**config.mk**
```make
export PLATFORM = sky130hd
export DESIGN_NAME = ldm_div
export DESIGN_NICKNAME = d
export VERILOG_FILES = /design/src/rtl/ldm_pkg.sv /design/src/rtl/ldm_div.sv
export SDC_FILE = /design/constraint.sdc
export NUM_CORES = 2
export LEC_CHECK = 0
export ABC_AREA = 1
export BUFFER_PORTS_ARGS = -buffer_cell sky130_fd_sc_hd__buf_2
export CORE_MARGIN = 4
export CORE_UTILIZATION = 36
export DETAILED_ROUTE_END_ITERATION = 10
export SLEW_MARGIN = 20
export SYNTH_ARGS = -nofsm -noshare
export SYNTH_HDL_FRONTEND = slang
export SYNTH_SLANG_ARGS = --single-unit
```
**constraint.sdc**
```tcl
create_clock -name clk -period 7.2 [get_ports clk]
set_clock_uncertainty 0.1 [all_clocks]
set_input_delay 0.36 -clock clk [delete_from_list [all_inputs] [get_ports clk]]
set_output_delay 0.36 -clock clk [all_outputs]
set_load 0.01 [all_outputs]
```
**src/rtl/ldm_pkg.sv**
```systemverilog
`default_nettype none

package ldm_pkg;

	localparam int COORD_W   = 16;
	localparam int OUT_W     = 18;
	localparam int Q_W       = 32;
	localparam int PROD_W    = 64;
	localparam int SCALE_W   = 49;
	localparam int TAN_W     = 35;
	localparam int CFG_IDX_W = 3;
	localparam int CFG_DATA_W = 32;
	localparam int DIV_LOW   = 4;
	localparam int DIV_STEPS = 32;
	localparam int DIV_LAT   = DIV_STEPS + 2;
	localparam int FRAC_BITS = 28;

	localparam logic signed [PROD_W-1:0] Q_ONE   = 64'sd268435456;
	localparam logic signed [PROD_W-1:0] Q_HALF  = 64'sd134217728;
	localparam logic signed [PROD_W-1:0] S32_MAX = 64'sd2147483647;
	localparam logic signed [PROD_W-1:0] S32_MIN = -64'sd2147483648;
	localparam logic signed [PROD_W-1:0] OUT_MAX = 64'sd131071;
	localparam logic signed [PROD_W-1:0] OUT_MIN = -64'sd131072;

	localparam logic [COORD_W-1:0] FOCAL_RST = 16'd16384;

	// register indexes of the configuration port
	typedef enum logic [CFG_IDX_W-1:0] {
		REG_FOCAL_X   = 3'd0,
		REG_FOCAL_Y   = 3'd1,
		REG_PRINCIPAL = 3'd2,
		REG_K1        = 3'd3,
		REG_K2        = 3'd4,
		REG_K3        = 3'd5,
		REG_P1        = 3'd6,
		REG_P2        = 3'd7
	} cfg_reg_t;

	typedef struct packed {
		logic [COORD_W-1:0]    focal_x;
		logic [COORD_W-1:0]    focal_y;
		logic [COORD_W-1:0]    cx;
		logic [COORD_W-1:0]    cy;
		logic signed [Q_W-1:0] k1;
		logic signed [Q_W-1:0] k2;
		logic signed [Q_W-1:0] k3;
		logic signed [Q_W-1:0] p1;
		logic signed [Q_W-1:0] p2;
	} cfg_t;

	function automatic logic signed [PROD_W-1:0] sx(input logic signed [Q_W-1:0] a);
		return {{(PROD_W-Q_W){a[Q_W-1]}}, a};
	endfunction

	function automatic logic signed [Q_W-1:0] sat64(input logic signed [PROD_W-1:0] v);
		logic signed [Q_W-1:0] r;
		if (v > S32_MAX)
			r = S32_MAX[Q_W-1:0];
		else if (v < S32_MIN)
			r = S32_MIN[Q_W-1:0];
		else
			r = v[Q_W-1:0];
		return r;
	endfunction

	// Q4.28 product: round half up, then saturate
	function automatic logic signed [Q_W-1:0] qround(input logic signed [PROD_W-1:0] p);
		logic signed [PROD_W-1:0] t;
		t = (p + Q_HALF) >>> FRAC_BITS;
		return sat64(t);
	endfunction

endpackage

`default_nettype wire

```
**src/rtl/ldm_div.sv**
```systemverilog
`default_nettype none

// One normalize lane: (point - center) * 2^28 / focal, restoring divide,
// one quotient bit per stage, saturated to Q4.28.
module ldm_div (
	input  wire logic                        clk,
	input  wire logic                        en,
	input  wire logic [ldm_pkg::COORD_W-1:0] pt,
	input  wire logic [ldm_pkg::COORD_W-1:0] ctr,
	input  wire logic [ldm_pkg::COORD_W-1:0] fl,
	output logic signed [ldm_pkg::Q_W-1:0]   q
);
	import ldm_pkg::*;

	logic signed [COORD_W:0] diff;
	logic                    neg_c;
	logic [COORD_W-1:0]      mag_c;

	logic [COORD_W-1:0] rem_s  [0:DIV_STEPS];
	logic [Q_W-1:0]     quo_s  [0:DIV_STEPS];
	logic [DIV_LOW-1:0] low_s  [0:DIV_STEPS];
	logic               neg_s  [0:DIV_STEPS];
	logic               ovf_s  [0:DIV_STEPS];
	logic               zero_s [0:DIV_STEPS];
	logic signed [Q_W-1:0] norm_s;
	logic               big;

	// sign and magnitude of the offset from the center
	assign diff  = $signed({1'b0, pt}) - $signed({1'b0, ctr});
	assign neg_c = diff[COORD_W];
	assign mag_c = neg_c ? COORD_W'(-diff) : diff[COORD_W-1:0];

	// prep stage: quotient of 2^32 or more is flagged up front
	always_ff @(posedge clk) begin
		if (en) begin
			rem_s[0]  <= {{DIV_LOW{1'b0}}, mag_c[COORD_W-1:DIV_LOW]};
			low_s[0]  <= mag_c[DIV_LOW-1:0];
			quo_s[0]  <= '0;
			neg_s[0]  <= neg_c;
			ovf_s[0]  <= {{DIV_LOW{1'b0}}, mag_c} >= {fl, {DIV_LOW{1'b0}}};
			zero_s[0] <= (mag_c == '0);
		end
	end

	// one trial subtract per stage
	for (genvar j = 0; j < DIV_STEPS; j++) begin : g_step
		logic            bit_in;
		logic [COORD_W:0] trial;
		logic [COORD_W:0] sub;
		logic            ge;

		if (j < DIV_LOW) begin : g_low
			assign bit_in = low_s[j][DIV_LOW-1-j];
		end else begin : g_zero
			assign bit_in = 1'b0;
		end

		assign trial = {rem_s[j], bit_in};
		assign ge    = trial >= {1'b0, fl};
		assign sub   = trial - {1'b0, fl};

		always_ff @(posedge clk) begin
			if (en) begin
				rem_s[j+1]  <= ge ? sub[COORD_W-1:0] : trial[COORD_W-1:0];
				quo_s[j+1]  <= {quo_s[j][Q_W-2:0], ge};
				low_s[j+1]  <= low_s[j];
				neg_s[j+1]  <= neg_s[j];
				ovf_s[j+1]  <= ovf_s[j];
				zero_s[j+1] <= zero_s[j];
			end
		end
	end

	// apply sign and clamp to full scale
	assign big = ovf_s[DIV_STEPS] | quo_s[DIV_STEPS][Q_W-1];

	always_ff @(posedge clk) begin
		if (en) begin
			if (zero_s[DIV_STEPS])
				norm_s <= '0;
			else if (neg_s[DIV_STEPS])
				norm_s <= big ? S32_MIN[Q_W-1:0] : -$signed(quo_s[DIV_STEPS]);
			else
				norm_s <= big ? S32_MAX[Q_W-1:0] : $signed(quo_s[DIV_STEPS]);
		end
	end

	assign q = norm_s;

endmodule

`default_nettype wire

```
==> flow_summary.yaml <==
outcome:
  status: "complete, no violations"
logic_synthesis:
  async_reset_ff_share_pct: 0
  synth_fp_nets: 6469
  syn_avg_cell_area_um2: 11.0
  synthCells: 5849
  synthFlopType: "edfxtp_1"
  ys_seq_area_share_pct: 55.1
  netlist_area_mm2: 0.0641
  synth_cell_types: 51
  yosys_warnings: 0
  synth_edf_count: 1177
  ys_seq_elements: 1177
critical_path:
  reg2reg_from: "rem_s[0][161]"
  worstPathMaxFanout: 5
  cp.depth: 25
  required_ns: 7.54
  start_kind: "input pin"
  slowest_delay_ns: 0.53
  cp-end-kind: "flip-flop"
  crit_family: "simple AND/OR/NAND/NOR gates"
  worst_path_max_delay_cell: "dlygate4sd3_1"
  worstSetupPathType: "in2reg"
  worst_path_most_repeated_cell: "nand2_1"
  crit_arrival_ns: 4.51
  crit_path_start: "ctr[0]"
  critPathBufInv: 6
  ff2ff_path_depth: 11
cells_and_area:
  instances_no_fill: 8432
  layout_commonest_cell: "edfxtp_1"
  areaGrowthSynthToFinish_pct: 11.0
  final_nets: 6606
  final_cell_mix: "1177 x edfxtp_1, 869 x nand2_1, 813 x a21oi_1"
  drive_above_1_share_pct: 8.23
min_path:
  min_from: "fl[15]"
  min_path_type: "in2reg"
  hold_depth: 4
timing:
  worst_slack_ns: 3.03
  slew_headroom_pct: 27.3
  max_freq_mhz: 240
  setup_viol: 0
  rsz0062_at_grt: "no"
  finalCriticalPeriod_ns: 4.17
  hold_viol: 0
  timing.hold.ws_ns: 0.0622
  worstMarginPinSlew_ns: 1.09
  post-route-period-util_pct: 57.9
  drv_slew: 0
  tns_ns: 0
global_routing:
  grt_pass1_wl_mm: 221
  grt_pass1_vias: 40900
  grt_max_degree: 181
  grt_use_total_pct: 14.9
  grt-ovfl-total: 0
  antenna_found_initial: 0
drt:
  drc_errors: 0
  wire_per_inst_um: 16.6
  drt-total-wl_mm: 140
  avgViaCountPerCell: 5.02
  via_count: 42400
  dr.pass1.iters: 5
  ant_nets: 0
  drt-initial-drc-count: 2789
placed_design:
  gp_congestion: 0.861
  portBuffers: 81
  dpl.cell_count: 8189
  dp_hpwl_mm: 94.1
  post-place-ws_ns: 2.57
clock_tree:
  cts_buffer_depth: 3
  cts_sinks: 1177
  cts_hold_buf: 3
  cts-root-buf: "clkbuf_16"
  clkTransAtPathRegs_ns: 0.05
  cts_tree: "yes"
  clkLatencyLatePin_ns: 0.77
  cts_resized: 0
  postCtsSetupBuffers: 0
  numCtsBuffers: 132
  cts.htree.levels: 4
die:
  die_w_um: 430
  rows: 154
  dieArea_mm2: 0.185
  pin_count: 82
  core-area_mm2: 0.176
  dieHeight_um: 430
  start_util_pct: 36.3
job:
  drv_cap: 0
power:
  p_leak_nw: 28.2
  power.density_mw_per_mm2: 433
  ir_worst_vdd_v: 0.000210
synthesized netlist by cell type, types with 6 or more instances:
cell / instances / area share [%]
nor4_1: 20 / 0.20
a21boi_2: 10 / 0.18
clkbuf_1: 13 / 0.076
inv_1: 342 / 2.0
a21oi_2: 90 / 1.2
a21boi_1: 21 / 0.25
buf_4: 33 / 0.39
nand3b_1: 7 / 0.082
or2_4: 11 / 0.15
nor2_1: 646 / 3.8
buf_6: 39 / 0.69
or2_1: 16 / 0.16
nand4_1: 41 / 0.40
buf_8: 10 / 0.23
a311oi_1: 31 / 0.42
nor4b_1: 6 / 0.082
a21boi_0: 57 / 0.67
nand2_1: 869 / 5.1
a31oi_1: 31 / 0.30
nand3_1: 155 / 1.2
nand3_2: 17 / 0.27
nor3_1: 29 / 0.23
xnor2_1: 224 / 3.1
a21oi_1: 813 / 6.3
buf_2: 14 / 0.11
o21a_1: 6 / 0.070
edfxtp_1: 1177 / 55
a21o_1: 28 / 0.33
nand2_2: 40 / 0.39
inv_2: 7 / 0.041
fa_1: 32 / 1.0
ha_1: 538 / 11
o21ai_0: 207 / 1.6
xor2_1: 181 / 2.5
o21ai_1: 55 / 0.43
final cells by class:
| cell class | instances | area (um^2) |
|---|---|---|
| multi-input cells | 4211 | 26500 |
| flip-flops and latches | 1177 | 35300 |
| diodes | 1 | 2.50 |
| fillers | 16900 | 105000 |
| repair buffers | 115 | 751 |
| clock buffers | 157 | 3460 |
| inverters | 349 | 1320 |
| well taps | 2340 | 2930 |
| clock inverters | 82 | 898 |
per-layer routing:
layer	track usage (%)	vias up	part of all wire [%]
met3	2.19	237	3.9
met4	4.70	0	2.7
met1	19.9	20000	46
met2	24.9	820	48
met5	0	-	0
li1	-	21300	-
path summary, 6_finish.rpt:
check / slack [ns] / endpoint
worst max-delay path: 3.03 / ovf_s[0][0]
worst max register to register: 4.05 / rem_s[0][185]
worst min-delay path: 0.06 / ovf_s[0][0]
worst min register to register: 0.31 / zero_s[0][29]
cells by family (layout without fill, tap and decap cells):
family / Yosys count / after routing / share of synthesized area, %
XOR/XNOR: 405 / 405 / 5.53
other: 0 / 1 / 0
buffers and inverters: 461 / 703 / 3.58
flip-flops: 1177 / 1177 / 55.1
adder cells (fa/ha/maj): 570 / 570 / 11.5
AO/OA/AOI/OAI: 1368 / 1368 / 12.1
AND/OR/NAND/NOR: 1868 / 1868 / 12.2
sequential cells by signal, indices dropped and copies added (netlist names):
register	count
q	32
quo_s	528
ovf_s	33
neg_s	33
rem_s	508
zero_s	33
low_s	10
report_power, final:
part / total [mW] / internal, mW / switching (mW)
combinational: 12.7 / 5.05 / 7.65
clock: 6.75 / 3.94 / 2.81
sequential: 11.3 / 10.3 / 1.07
per-stage QoR:
| step | util, % | power [mW] | cell area, um^2 |
|---|---|---|---|
| floorplan | - | 21.4 | 64100 |
| global placement | 37.8 | 23.8 | 66800 |
| detailed placement | 37.8 | 24.0 | 66800 |
| CTS | 40.3 | 31.0 | 71200 |
| global route | 40.3 | 33.2 | 71200 |
| finish | 40.3 | 30.8 | 71200 |
worst register-to-register path, stage by stage (launching register included):
cell	delay (ns)
edfxtp_1	0.43
ha_1	0.37
nand3_1	0.09
nand2_1	0.15
nand3_1	0.07
nand2_1	0.14
nand4_1	0.10
nand2_1	0.11
a21boi_1	0.08
or2_1	0.25
nand2_1	0.70
a21oi_1	0.22
(Power assumes the default switching activity.)
